--- src/hw/rtl/sfcp_pkg.sv ---
// ============================================================================
// sfcp_pkg
// Shared types and constants for the stuffed frame command parser: byte
// codes, token classes passed from the front end to the back end, and
// event kinds.
// ============================================================================
package sfcp_pkg;

    // framing byte codes
    localparam logic [7:0] FLAG_BYTE = 8'h7E;
    localparam logic [7:0] ESC_BYTE  = 8'h7D;
    localparam logic [7:0] ESC_XOR   = 8'h20;

    // command codes
    localparam logic [7:0] CMD_SWITCH  = 8'h00;
    localparam logic [7:0] CMD_MESSAGE = 8'h01;

    // switch value reserved as the none marker
    localparam logic [15:0] SWITCH_NONE = 16'hFFFF;

    // default depth of the token queue
    localparam int QUEUE_DEPTH = 4;

    // event kinds on the result channel
    typedef enum logic [2:0] {
        EV_SWITCH    = 3'd0,
        EV_TOPIC_LEN = 3'd1,
        EV_TOPIC     = 3'd2,
        EV_PAY_LEN   = 3'd3,
        EV_PAYLOAD   = 3'd4
    } t_event_kind;

    // class of an unescaped data byte, as seen by the front end
    typedef enum logic [2:0] {
        TK_SW_HI     = 3'd0,
        TK_SW_LO     = 3'd1,
        TK_TOPIC_LEN = 3'd2,
        TK_TOPIC     = 3'd3,
        TK_PAY_HI    = 3'd4,
        TK_PAY_LO    = 3'd5,
        TK_PAYLOAD   = 3'd6
    } t_tok_cls;

    // one classified word between front and back
    typedef struct packed {
        t_tok_cls   cls;
        logic [7:0] data;
        logic       last;
    } t_token;

endpackage

--- src/hw/rtl/sfcp_front.sv ---
// ============================================================================
// sfcp_front
// Front end: hunts for the frame flag, removes escapes, tracks the command
// phase and byte counts, and classifies each data byte after the command into a token.
// ============================================================================
module sfcp_front (
    input  logic                i_clk,
    input  logic                i_rst_n,
    input  logic                i_valid,
    input  logic [7:0]          i_raw_byte,
    input  logic                i_full,
    output logic                o_push,
    output sfcp_pkg::t_token    o_token
);

    typedef enum logic [9:0] {
        PH_HUNT      = 10'b00_0000_0001,
        PH_CMD       = 10'b00_0000_0010,
        PH_SW_HI     = 10'b00_0000_0100,
        PH_SW_LO     = 10'b00_0000_1000,
        PH_TOPIC_LEN = 10'b00_0001_0000,
        PH_TOPIC     = 10'b00_0010_0000,
        PH_PAY_HI    = 10'b00_0100_0000,
        PH_PAY_LO    = 10'b00_1000_0000,
        PH_PAYLOAD   = 10'b01_0000_0000,
        PH_END       = 10'b10_0000_0000
    } t_phase;

    t_phase      r_phase, n_phase;
    logic        r_esc, n_esc;
    logic [15:0] r_rem, n_rem;
    logic [7:0]  r_held, n_held;

    logic        accept;
    logic [7:0]  data;
    logic [15:0] rem_dec;
    logic [15:0] pay_len;

    assign accept  = i_valid && !i_full;
    assign data    = r_esc ? (i_raw_byte ^ sfcp_pkg::ESC_XOR) : i_raw_byte;
    assign rem_dec = r_rem - 16'd1;
    assign pay_len = {r_held, data};

    // phase update and token classification
    always_comb begin
        n_phase      = r_phase;
        n_esc        = r_esc;
        n_rem        = r_rem;
        n_held       = r_held;
        o_push       = 1'b0;
        o_token.cls  = sfcp_pkg::TK_PAYLOAD;
        o_token.data = data;
        o_token.last = 1'b0;
        if (accept) begin
            unique case (r_phase)
                PH_END: begin
                    // raw end byte, taken whatever its value
                    n_phase = PH_HUNT;
                    n_esc   = 1'b0;
                end
                PH_CMD, PH_SW_HI, PH_SW_LO, PH_TOPIC_LEN, PH_TOPIC,
                PH_PAY_HI, PH_PAY_LO, PH_PAYLOAD: begin
                    if (!r_esc && i_raw_byte == sfcp_pkg::ESC_BYTE) begin
                        n_esc = 1'b1;
                    end else begin
                        n_esc = 1'b0;
                        unique case (r_phase)
                            PH_CMD: begin
                                priority if (data == sfcp_pkg::CMD_SWITCH) begin
                                    n_phase = PH_SW_HI;
                                end else if (data == sfcp_pkg::CMD_MESSAGE) begin
                                    n_phase = PH_TOPIC_LEN;
                                end else begin
                                    n_phase = PH_END;
                                end
                            end
                            PH_SW_HI: begin
                                n_phase     = PH_SW_LO;
                                o_push      = 1'b1;
                                o_token.cls = sfcp_pkg::TK_SW_HI;
                            end
                            PH_SW_LO: begin
                                n_phase      = PH_END;
                                o_push       = 1'b1;
                                o_token.cls  = sfcp_pkg::TK_SW_LO;
                                o_token.last = 1'b1;
                            end
                            PH_TOPIC_LEN: begin
                                n_rem       = {8'd0, data};
                                n_phase     = (data == 8'd0) ? PH_PAY_HI : PH_TOPIC;
                                o_push      = 1'b1;
                                o_token.cls = sfcp_pkg::TK_TOPIC_LEN;
                            end
                            PH_TOPIC: begin
                                n_rem       = rem_dec;
                                n_phase     = (rem_dec == 16'd0) ? PH_PAY_HI : PH_TOPIC;
                                o_push      = 1'b1;
                                o_token.cls = sfcp_pkg::TK_TOPIC;
                            end
                            PH_PAY_HI: begin
                                n_held      = data;
                                n_phase     = PH_PAY_LO;
                                o_push      = 1'b1;
                                o_token.cls = sfcp_pkg::TK_PAY_HI;
                            end
                            PH_PAY_LO: begin
                                n_rem        = pay_len;
                                n_phase      = (pay_len == 16'd0) ? PH_END : PH_PAYLOAD;
                                o_push       = 1'b1;
                                o_token.cls  = sfcp_pkg::TK_PAY_LO;
                                o_token.last = (pay_len == 16'd0);
                            end
                            default: begin
                                // payload byte
                                n_rem        = rem_dec;
                                n_phase      = (rem_dec == 16'd0) ? PH_END : PH_PAYLOAD;
                                o_push       = 1'b1;
                                o_token.cls  = sfcp_pkg::TK_PAYLOAD;
                                o_token.last = (rem_dec == 16'd0);
                            end
                        endcase
                    end
                end
                default: begin
                    // hunting, and any stray code
                    n_phase = (i_raw_byte == sfcp_pkg::FLAG_BYTE) ? PH_CMD : PH_HUNT;
                    n_esc   = 1'b0;
                end
            endcase
        end
    end

    // control state
    always_ff @(posedge i_clk) begin
        if (!i_rst_n) begin
            r_phase <= PH_HUNT;
            r_esc   <= 1'b0;
        end else begin
            r_phase <= n_phase;
            r_esc   <= n_esc;
        end
    end

    // counters and held byte
    always_ff @(posedge i_clk) begin
        r_rem  <= n_rem;
        r_held <= n_held;
    end

endmodule

--- src/hw/rtl/sfcp_queue.sv ---
// ============================================================================
// sfcp_queue
// Short token queue between front and back end, so each side can stall on
// its own.
// ============================================================================
module sfcp_queue #(
    parameter int DEPTH = sfcp_pkg::QUEUE_DEPTH
) (
    input  logic                i_clk,
    input  logic                i_rst_n,
    input  logic                i_push,
    input  sfcp_pkg::t_token    i_token,
    output logic                o_full,
    input  logic                i_pop,
    output logic                o_valid,
    output sfcp_pkg::t_token    o_token
);

    localparam int PTR_W = (DEPTH > 1) ? $clog2(DEPTH) : 1;
    localparam int CNT_W = $clog2(DEPTH + 1);

    sfcp_pkg::t_token r_mem [DEPTH];
    logic [PTR_W-1:0] r_wr_ptr, r_rd_ptr;
    logic [CNT_W-1:0] r_count;

    logic do_push, do_pop;

    assign o_full  = (r_count == CNT_W'(DEPTH));
    assign o_valid = (r_count != '0);
    assign o_token = r_mem[r_rd_ptr];
    assign do_push = i_push && !o_full;
    assign do_pop  = i_pop && o_valid;

    // storage
    always_ff @(posedge i_clk) begin
        if (do_push) begin
            r_mem[r_wr_ptr] <= i_token;
        end
    end

    // pointers and fill count
    always_ff @(posedge i_clk) begin
        if (!i_rst_n) begin
            r_wr_ptr <= '0;
            r_rd_ptr <= '0;
            r_count  <= '0;
        end else begin
            if (do_push) begin
                r_wr_ptr <= (r_wr_ptr == PTR_W'(DEPTH - 1)) ? '0 : r_wr_ptr + 1'b1;
            end
            if (do_pop) begin
                r_rd_ptr <= (r_rd_ptr == PTR_W'(DEPTH - 1)) ? '0 : r_rd_ptr + 1'b1;
            end
            if (do_push && !do_pop) begin
                r_count <= r_count + 1'b1;
            end else if (do_pop && !do_push) begin
                r_count <= r_count - 1'b1;
            end
        end
    end

`ifndef NO_ASSERTIONS
    a_count_range: assert property (@(posedge i_clk) disable iff (!i_rst_n)
        r_count <= CNT_W'(DEPTH))
        else $error("queue count above depth");
    a_push_grows: assert property (@(posedge i_clk) disable iff (!i_rst_n)
        (do_push && !do_pop) |=> (r_count == $past(r_count) + 1'b1))
        else $error("queue count did not grow on push");
    a_pop_shrinks: assert property (@(posedge i_clk) disable iff (!i_rst_n)
        (do_pop && !do_push) |=> (r_count == $past(r_count) - 1'b1))
        else $error("queue count did not shrink on pop");
    a_no_lost_push: assert property (@(posedge i_clk) disable iff (!i_rst_n)
        i_push |-> !o_full)
        else $error("word pushed into a full queue");
`endif

endmodule

--- src/hw/rtl/sfcp_back.sv ---
// ============================================================================
// sfcp_back
// Back end: turns tokens into events, joins high and low bytes of 16-bit
// fields, drops the reserved switch number, and holds the result register.
// ============================================================================
module sfcp_back (
    input  logic                i_clk,
    input  logic                i_rst_n,
    input  logic                i_q_valid,
    input  sfcp_pkg::t_token    i_q_token,
    output logic                o_pop,
    output logic                o_valid,
    output logic [2:0]          o_event_kind,
    output logic [15:0]         o_event_value,
    output logic                o_message_last,
    input  logic                i_stall
);

    logic        r_valid;
    logic [2:0]  r_kind;
    logic [15:0] r_value;
    logic        r_last;
    logic [7:0]  r_high;

    logic        free;
    logic        emit;
    logic [2:0]  n_kind;
    logic [15:0] n_value;
    logic [15:0] joined;

    assign free   = !r_valid || !i_stall;
    assign o_pop  = i_q_valid && free;
    assign joined = {r_high, i_q_token.data};

    // event decode
    always_comb begin
        emit    = 1'b1;
        n_kind  = sfcp_pkg::EV_PAYLOAD;
        n_value = {8'd0, i_q_token.data};
        unique case (i_q_token.cls)
            sfcp_pkg::TK_SW_HI, sfcp_pkg::TK_PAY_HI: begin
                emit = 1'b0;
            end
            sfcp_pkg::TK_SW_LO: begin
                n_kind  = sfcp_pkg::EV_SWITCH;
                n_value = joined;
                emit    = (joined != sfcp_pkg::SWITCH_NONE);
            end
            sfcp_pkg::TK_TOPIC_LEN: begin
                n_kind = sfcp_pkg::EV_TOPIC_LEN;
            end
            sfcp_pkg::TK_TOPIC: begin
                n_kind = sfcp_pkg::EV_TOPIC;
            end
            sfcp_pkg::TK_PAY_LO: begin
                n_kind  = sfcp_pkg::EV_PAY_LEN;
                n_value = joined;
            end
            default: begin
                n_kind = sfcp_pkg::EV_PAYLOAD;
            end
        endcase
    end

    // result valid
    always_ff @(posedge i_clk) begin
        if (!i_rst_n) begin
            r_valid <= 1'b0;
        end else if (free) begin
            r_valid <= o_pop && emit;
        end
    end

    // result payload and held high byte
    always_ff @(posedge i_clk) begin
        if (o_pop && emit) begin
            r_kind  <= n_kind;
            r_value <= n_value;
            r_last  <= i_q_token.last;
        end
        if (o_pop && (i_q_token.cls == sfcp_pkg::TK_SW_HI ||
                      i_q_token.cls == sfcp_pkg::TK_PAY_HI)) begin
            r_high <= i_q_token.data;
        end
    end

    assign o_valid        = r_valid;
    assign o_event_kind   = r_kind;
    assign o_event_value  = r_value;
    assign o_message_last = r_last;

`ifndef NO_ASSERTIONS
    a_no_none_switch: assert property (@(posedge i_clk) disable iff (!i_rst_n)
        (r_valid && r_kind == sfcp_pkg::EV_SWITCH) |->
        (r_value != sfcp_pkg::SWITCH_NONE && r_last))
        else $error("reserved switch number reported");
    a_topic_not_last: assert property (@(posedge i_clk) disable iff (!i_rst_n)
        (r_valid && (r_kind == sfcp_pkg::EV_TOPIC_LEN || r_kind == sfcp_pkg::EV_TOPIC))
        |-> !r_last)
        else $error("topic event marked last");
    a_no_pop_stalled: assert property (@(posedge i_clk) disable iff (!i_rst_n)
        (r_valid && i_stall) |-> !o_pop)
        else $error("queue popped while result is stalled");
`endif

endmodule

--- src/hw/rtl/stuffed_frame_command_parser.sv ---
// ============================================================================
// stuffed_frame_command_parser
// Byte-stuffed frame deframer and command parser: front end, token queue,
// back end with result register.
//
//   channel   valid     stall     payload
//   input     i_valid   o_stall   i_raw_byte
//   result    o_valid   i_stall   o_event_kind, o_event_value, o_message_last
//
// Takes one raw byte per cycle, sustained, while the token queue has room.
// After its byte is accepted, a result passes through the token queue and then
// the result register before it is valid and can be taken.
// o_stall rises only when the token queue is full, which happens only while
// the result side stalls; the back end keeps draining whenever it can.
// Reset is synchronous and active low.
// ============================================================================
module stuffed_frame_command_parser #(
    parameter int QUEUE_DEPTH = sfcp_pkg::QUEUE_DEPTH
) (
    input  logic        i_clk,
    input  logic        i_rst_n,
    input  logic        i_valid,
    input  logic [7:0]  i_raw_byte,
    output logic        o_stall,
    output logic        o_valid,
    output logic [2:0]  o_event_kind,
    output logic [15:0] o_event_value,
    output logic        o_message_last,
    input  logic        i_stall
);

    logic             push, full, q_valid, pop;
    sfcp_pkg::t_token push_token, q_token;

    assign o_stall = full;

    // deframing and classification
    sfcp_front u_front (
        .i_clk      (i_clk),
        .i_rst_n    (i_rst_n),
        .i_valid    (i_valid),
        .i_raw_byte (i_raw_byte),
        .i_full     (full),
        .o_push     (push),
        .o_token    (push_token)
    );

    // token queue
    sfcp_queue #(
        .DEPTH (QUEUE_DEPTH)
    ) u_queue (
        .i_clk   (i_clk),
        .i_rst_n (i_rst_n),
        .i_push  (push),
        .i_token (push_token),
        .o_full  (full),
        .i_pop   (pop),
        .o_valid (q_valid),
        .o_token (q_token)
    );

    // event assembly and result register
    sfcp_back u_back (
        .i_clk          (i_clk),
        .i_rst_n        (i_rst_n),
        .i_q_valid      (q_valid),
        .i_q_token      (q_token),
        .o_pop          (pop),
        .o_valid        (o_valid),
        .o_event_kind   (o_event_kind),
        .o_event_value  (o_event_value),
        .o_message_last (o_message_last),
        .i_stall        (i_stall)
    );

endmodule

--- config.mk ---
export PLATFORM = sky130hd
export DESIGN_NAME = stuffed_frame_command_parser
export DESIGN_NICKNAME = d
export VERILOG_FILES = /design/src/hw/rtl/sfcp_pkg.sv /design/src/hw/rtl/sfcp_front.sv /design/src/hw/rtl/sfcp_queue.sv /design/src/hw/rtl/sfcp_back.sv /design/src/hw/rtl/stuffed_frame_command_parser.sv
export SDC_FILE = /design/constraint.sdc
export NUM_CORES = 1
export LEC_CHECK = 0
export BUFFER_PORTS_ARGS = -buffer_cell sky130_fd_sc_hd__buf_2
export CORE_MARGIN = 2
export CORE_UTILIZATION = 40
export DETAILED_ROUTE_END_ITERATION = 7
export SETUP_SLACK_MARGIN = 0.05
export SYNTH_ARGS = -nofsm -noshare
export SYNTH_HDL_FRONTEND = slang
export SYNTH_SLANG_ARGS = --single-unit
--- constraint.sdc ---
create_clock -name i_clk -period 5.2 [get_ports i_clk]
set_input_delay 0.52 -clock i_clk [delete_from_list [all_inputs] [get_ports i_clk]]
set_output_delay 0.52 -clock i_clk [all_outputs]
set_load 0.1 [all_outputs]
# Yosys cells after proc, flatten, opt, wreduce, memory -nomap -nowiden
# Memory sizes are Yosys's and may differ from the RTL's. A register that Yosys moved wholly into a read port is not among the register bits.
# Cells that the tools add are included.
word_totals:
  reg_bits: 71
  ram_bits: 48
  inputBits: 12
  output_inout_bits: 22
  word_cells: 111
  memories: 1
mem_list:
  columns: ["name", "depth", "word_bits", "rd", "rd_ports_with_merged_regs", "write_ports", "line", "source"]
  rows:
  - ["u_queue.r_mem", 4, 12, 1, 1, 1, "sfcp_queue.sv:22", "sfcp_pkg::t_token r_mem [DEPTH];"]
op_classes:
  add_sub_neg: 5
  eq_ne: 22
  muxes: 36
  bitwise_logic: 3
  n_reduce_logical: 31
op_table:
  columns: ["operator", "n"]
  rows:
  - ["10-bit one-hot mux with 7 select lines", 1]
  - ["10-bit two-way mux", 5]
  - ["16-bit one-hot mux with 3 select lines", 1]
  - ["16-bit zero test", 2]
  - ["10-bit one-hot mux with 2 select lines", 1]
  - ["3-bit one-hot mux with 6 select lines", 1]
  - ["8-bit by 7-bit == test with 1-bit output, second input constant", 2]
  - ["16-bit inequality test, second input constant", 1]
  - ["16-bit by 1-bit subtractor with 16-bit output, second input constant", 1]
  - ["3-bit two-way mux", 5]
  - ["7-bit two-way mux", 2]
  - ["3-bit one-hot mux with 4 select lines", 1]
  - ["1-bit two-way mux", 11]
  - ["10-bit == test, second input constant", 1]
  - ["10-bit by 2-bit == test with 1-bit output, second input constant", 1]
  - ["10-bit by 3-bit == test with 1-bit output, second input constant", 1]
  - ["10-bit by 4-bit == test with 1-bit output, second input constant", 1]
  - ["10-bit by 5-bit == test with 1-bit output, second input constant", 1]
  - ["10-bit by 6-bit == test with 1-bit output, second input constant", 1]
  - ["10-bit by 7-bit == test with 1-bit output, second input constant", 1]
  - ["10-bit by 8-bit == test with 1-bit output, second input constant", 1]
  - ["10-bit by 9-bit == test with 1-bit output, second input constant", 1]
  - ["2-bit two-way mux", 5]
  - ["3-bit == test, second input constant", 3]
  - ["other kinds (25)", 46]

# Logic depth before layout (Yosys ltp)
depth:
  ltp_word: 10
  mapped_depth: 13
  mapped_depth_nobuf: 10

# Hierarchy
# A second synthesis with hierarchy kept.
unflattened:
  cells_unflattened: 407
  hier_area_um2: 5514.0
modules_own_cells:
  columns: ["module", "instances", "cells_per_inst", "area_each_um2", "seq_area_each_um2"]
  rows:
  - ["sfcp_front", 1, 234, 2234.6, 940.9]
  - ["sfcp_queue", 1, 113, 2229.6, 1621.6]
  - ["sfcp_back", 1, 60, 1049.8, 860.8]

# Worst setup path after synthesis
# OpenSTA, ideal clock, no wires.
synth_path:
  kind: "reg-to-reg"
  from: "register u_queue.r_count[0]"
  to: "register u_queue.r_count[2]"
  setup_time_ns: 0.071
  t_arrival_ns: 4.246
  t_required_ns: 5.129
  setup_slack_ns: 0.884
  stages_incl_launch_ff: 11
  n_path_buf: 1
  synth_period_minus_slack_ns: 4.316
  path_cell_list: "dfxtp_1 nor3b_1 nor2b_1 o2111a_1 clkbuf_1 ha_1 inv_1 fa_1 xor2_1 or3_1 a21oi_1"
synth_via:
  elab_chain_cells: 8
  elab_cells_between_ends: 17
  classes_between: "add/sub: 2; eq/ne: 1; mux: 3; reduce/logical: 11"
synth_rtl:
  columns: ["item", "line", "source"]
  rows:
  - ["from (decl)", "sfcp_queue.sv:24", "logic [CNT_W-1:0] r_count;"]
  - ["from (signal assigned)", "sfcp_queue.sv:55", "r_count <= r_count + 1'b1;"]
  - ["from (signal assigned)", "sfcp_queue.sv:57", "r_count <= r_count - 1'b1;"]
  - ["3-bit == test *", "sfcp_queue.sv:28", "assign o_full = (r_count == CNT_W'(DEPTH));"]
  - ["net o_stall", "stuffed_frame_command_parser.sv:24", "output logic o_stall,"]
  - ["1-bit zero test *", "sfcp_front.sv:39, sfcp_queue.sv:31", null]
  - ["1-bit logical AND", "sfcp_front.sv:39", "assign accept = i_valid && !i_full;"]
  - ["1-bit two-way mux", "sfcp_front.sv:54", "if (accept) begin"]
  - ["1-bit logical AND *", "sfcp_queue.sv:31", "assign do_push = i_push && !o_full;"]
  - ["net u_queue.do_push", "sfcp_queue.sv:26", "logic do_push, do_pop;"]
  - ["1-bit zero test", "sfcp_queue.sv:56", "end else if (do_pop && !do_push) begin"]
  - ["1-bit logical AND", "sfcp_queue.sv:56", null]
  - ["2-bit nonzero test (no source line)", null, null]
# Mark *: on every way through the listed nets, which the timed path passes. The rest lies on a longest branch. The select of a mux whose other input is x is not followed.
# A chain may end at the register's enable or synchronous reset.

# Final worst setup path
layout_path:
  from: "register u_front.r_phase[6]"
  to: "register u_queue.r_count[2]"
layout_via:
  elab_chain_cells: 9
  elab_cells_between_ends: 19
  classes_between: "eq/ne: 8; mux: 5; reduce/logical: 6"
layout_rtl:
  columns: ["item", "line", "source"]
  rows:
  - ["from (decl)", "sfcp_front.sv:29", "t_phase r_phase, n_phase;"]
  - ["from (signal assigned)", "sfcp_front.sv:139", "r_phase <= n_phase;"]
  - ["10-bit by 2-bit == test with 1-bit output", "sfcp_front.sv:55, sfcp_front.sv:67", null]
  - ["1-bit two-way mux", "sfcp_front.sv:67", "unique case (r_phase)"]
  - ["1-bit two-way mux", "sfcp_front.sv:63", "if (!r_esc && i_raw_byte == sfcp_pkg::ESC_BYTE) begin"]
  - ["1-bit two-way mux *", "sfcp_front.sv:55", "unique case (r_phase)"]
  - ["1-bit two-way mux *", "sfcp_front.sv:54", null]
  - ["1-bit logical AND *", "sfcp_queue.sv:31", null]
  - ["1-bit zero test", "sfcp_queue.sv:56", null]
  - ["1-bit logical AND", "sfcp_queue.sv:56", null]
  - ["2-bit nonzero test (no source line)", null, null]
# Mark *: on every way between the ends. The rest lies on a longest branch, timed or not.

==> results.yml <==
floorplan:
  core-area_um2: 14370
  start_util: 0.4042
  ios: 34
  rows: 44
  chipWidth_um: 124.5
  die_h_um: 124.5
  die_area_um2: 15500
clock_tree:
  cts_sinks: 121
  ctsHoldBuffers: 0
  cts_setup_buffers: 0
  cts.path.max_buffers: 2
  ctsHtreeMaxLevel: 4
  cts_resized: 0
  cts_root_buffer: "clkbuf_16"
  cts_made_buffers: 17
  clk_latency_ns: 0.42
  cts_tree: "done"
  clk_transition_reported_paths_ns: 0.05
sta:
  rsz0062_at_grt: "false"
  hold_viol_final: 0
  setup_viol: 0
  final.min_clock_period_ns: 3.433
  max_freq_ghz: 0.2913
  setup-tns-final_ns: 0
  finalCritPeriodShare: 0.6602
  maxSlewHeadroom: 0.3235
  slew_violations: 0
  finalClockSkew_ns: 0.007801
  tightestPinTransition_ns: 1.011
  whs_ns: 0.4175
global_route:
  first_global_vias: 3894
  met1_usage: 0.2250
  busiest_layer: "met2"
  track_usage: 0.1772
  grt_remaining_overflow: 0
  grtUsageMet3: 0.04682
  antenna_found_initial: 0
  grt_max_degree: 22
  grt_pass1_wl_um: 21080
  met2_usage: 0.2842
setup_path:
  rr_startpoint: "u_front.r_phase[6]"
  reg2reg_depth: 10
  worstPathArrival_ns: 3.78
  cp_cell_sequence: "or3_1, or3_2, a21oi_1, o2111a_1, ha_1, inv_1, fa_1, xor2_1, or3_1, a21oi_1"
  critPathKind: "register to register"
  slowest_stage: "or3_1"
  crit_required_ns: 5.55
  crit_buf_inv: 1
  path_delay_family: "simple AND/OR/NAND/NOR gates"
  regToRegEndpoint: "u_queue.r_count[2]"
  cp_slowest_stage_delay_ns: 0.50
  reg2reg_slack_ns: 1.77
  cp_max_fo: 11
  cp-start-kind: "register"
  cp-end-kind: "register"
synth:
  avgSynthCellArea_um2: 12.38
  synthArstFlopShare: 0
  yosysUniqueCellTypes: 68
  yosysWarnings: 0
  syn_nets: 490
  ys_seq_area_frac: 0.5894
  netlist_area_um2: 5808
  synth_seq_cells: 121
  synthFlopType: "edfxtp_1"
  synth-edff-count: 100
  yosys.area.top_type: "edfxtp_1"
  netlist.area_leader.share: 0.5170
  netlist_instances: 469
  synth.area.top_cells: "edfxtp_1 (52%), dfxtp_1 (7.2%), mux4_2 (4.7%)"
power:
  leakage_uw: 0.002273
  ir_worst_vdd_mv: 0.2872
  p_per_area_nw_per_um2: 531.8
placement:
  numPortBuffers: 33
  place_hpwl_um: 8986
  place.gp.congestion: 0.9162
  dp_cells: 663
cells_and_area:
  syn_to_final_growth_pct: 16.03
  final_nets: 519
  post-route-util: 0.4690
  final_layout_size_suffix_gt1_frac: 0.1879
  num-fill-cells: 1252
  layout.cells.non_filler: 695
  antennaDiodeCount: 0
hold_path:
  hold_depth: 1
  worstHoldEndpoint: "u_queue.r_mem[1][1]"
  hp-class: "primary input to register"
  hold_start: "i_raw_byte[0]"
routing:
  dr.pass1.iters: 4
  drt_iter0_markers: 279
  wl_per_cell_um: 18.59
  route.detailed.drc: 0
  vias_per_cell: 5.573
  wirelength_um: 12920
  drtAntennaViolNets: 0
  vias: 3873
outcome:
  status: "finished, final reports clean"
flow_run:
  cap_violations: 0
[cell usage in the layout, fill, tap and decap left out, types with 9 or more instances in the layout]
cell,netlist,final
nand3_1,10,10
xor2_1,9,9
xnor2_1,12,12
nand4_1,13,13
dfxtp_1,21,21
nor3_1,18,17
o21ai_0,24,24
buf_2,4,33
clkbuf_16,0,20
nor4_1,10,10
mux4_2,12,12
a21oi_1,16,16
inv_1,11,11
nand2_1,25,25
nor2_1,35,34
and2_1,15,15
edfxtp_1,100,100
[power breakdown]
part	switching [uW]	internal (uW)
Clock	406	830
Sequential	82.8	1240
Combinational	831	194
[sequential cells by signal, indices dropped and copies added (netlist names), named ones only]
| name | count |
|---|---|
| u_queue.r_wr_ptr | 2 |
| u_back.o_event_kind | 3 |
| u_front.r_esc | 1 |
| u_queue.r_rd_ptr | 2 |
| u_front.r_rem | 16 |
| u_back.o_message_last | 1 |
| u_back.r_high | 8 |
| u_queue.r_count | 3 |
| u_back.o_valid | 1 |
| u_front.r_phase | 10 |
| u_back.o_event_value | 16 |
| u_queue.r_mem | 48 |
| u_front.r_held | 8 |
[cells in the mapped netlist (11+ instances only)]
cell type    n
nor3_1      18
xnor2_1     12
edfxtp_1   100
nand4_1     13
mux4_2      12
o21ai_0     24
a21oi_1     16
nor2_1      35
dfxtp_1     21
inv_1       11
and2_1      15
clkbuf_1    17
nand2_1     25
[logic make-up (layout without fill, tap and decap cells)]
group | after synthesis | after routing | share of synthesized area
buffers and inverters | 37 | 79 | 0.02930
AOI/OAI and AO/OA | 82 | 82 | 0.09544
xor gates and xnor gates | 21 | 21 | 0.03167
muxes | 18 | 18 | 0.05687
and+or+nand+nor | 181 | 181 | 0.1767
adders and majority gates | 9 | 9 | 0.02068
DFF | 121 | 121 | 0.5894
[cell type report]
cell class / count / area (um^2) / area share
clock buffer: 28 / 560.5 / 0.08318
inverter: 11 / 41.29 / 0.006127
timing repair buffer: 36 / 187.7 / 0.02785
tap: 184 / 230.2 / 0.03416
clock inverter: 4 / 73.82 / 0.01095
sequential: 121 / 3423 / 0.5080
multi-input combinational: 311 / 2222 / 0.3297
[metrics by stage]
| step | setup WS, ns | cell area, um^2 | power (uW) |
|---|---|---|---|
| after global routing | 1.541 | 6739 | 3726 |
| after floorplan | 0.8839 | 5808 | 2254 |
| final | 1.767 | 6739 | 3584 |
| after detailed placement | 1.791 | 6105 | 2379 |
| after CTS | 1.775 | 6739 | 3619 |
| after global placement | 1.882 | 6105 | 2366 |
[routing by layer]
layer / vias to the layer above / wire (um)
met2: 103 / 6306
met4: 0 / 299
met1: 1884 / 5611
li1: 1861 / -
met5: - / 0
met3: 25 / 705
[worst max-delay path by stage]
stage	startpoint	slack [ns]	cells past startpoint	to
3_3_place_gp	u_front.r_phase[6]	1.88	10	u_queue.r_count[2]
3_5_place_dp	u_front.r_phase[6]	1.79	10	u_queue.r_count[2]
5_1_grt	u_front.r_phase[6]	1.54	10	u_queue.r_count[2]
2_1_floorplan	u_queue.r_count[0]	0.88	10	u_queue.r_count[2]
6_report	u_front.r_phase[6]	1.77	10	u_queue.r_count[2]
4_1_cts	u_front.r_phase[6]	1.78	10	u_queue.r_count[2]
Power figures use the tool's default switching activity.
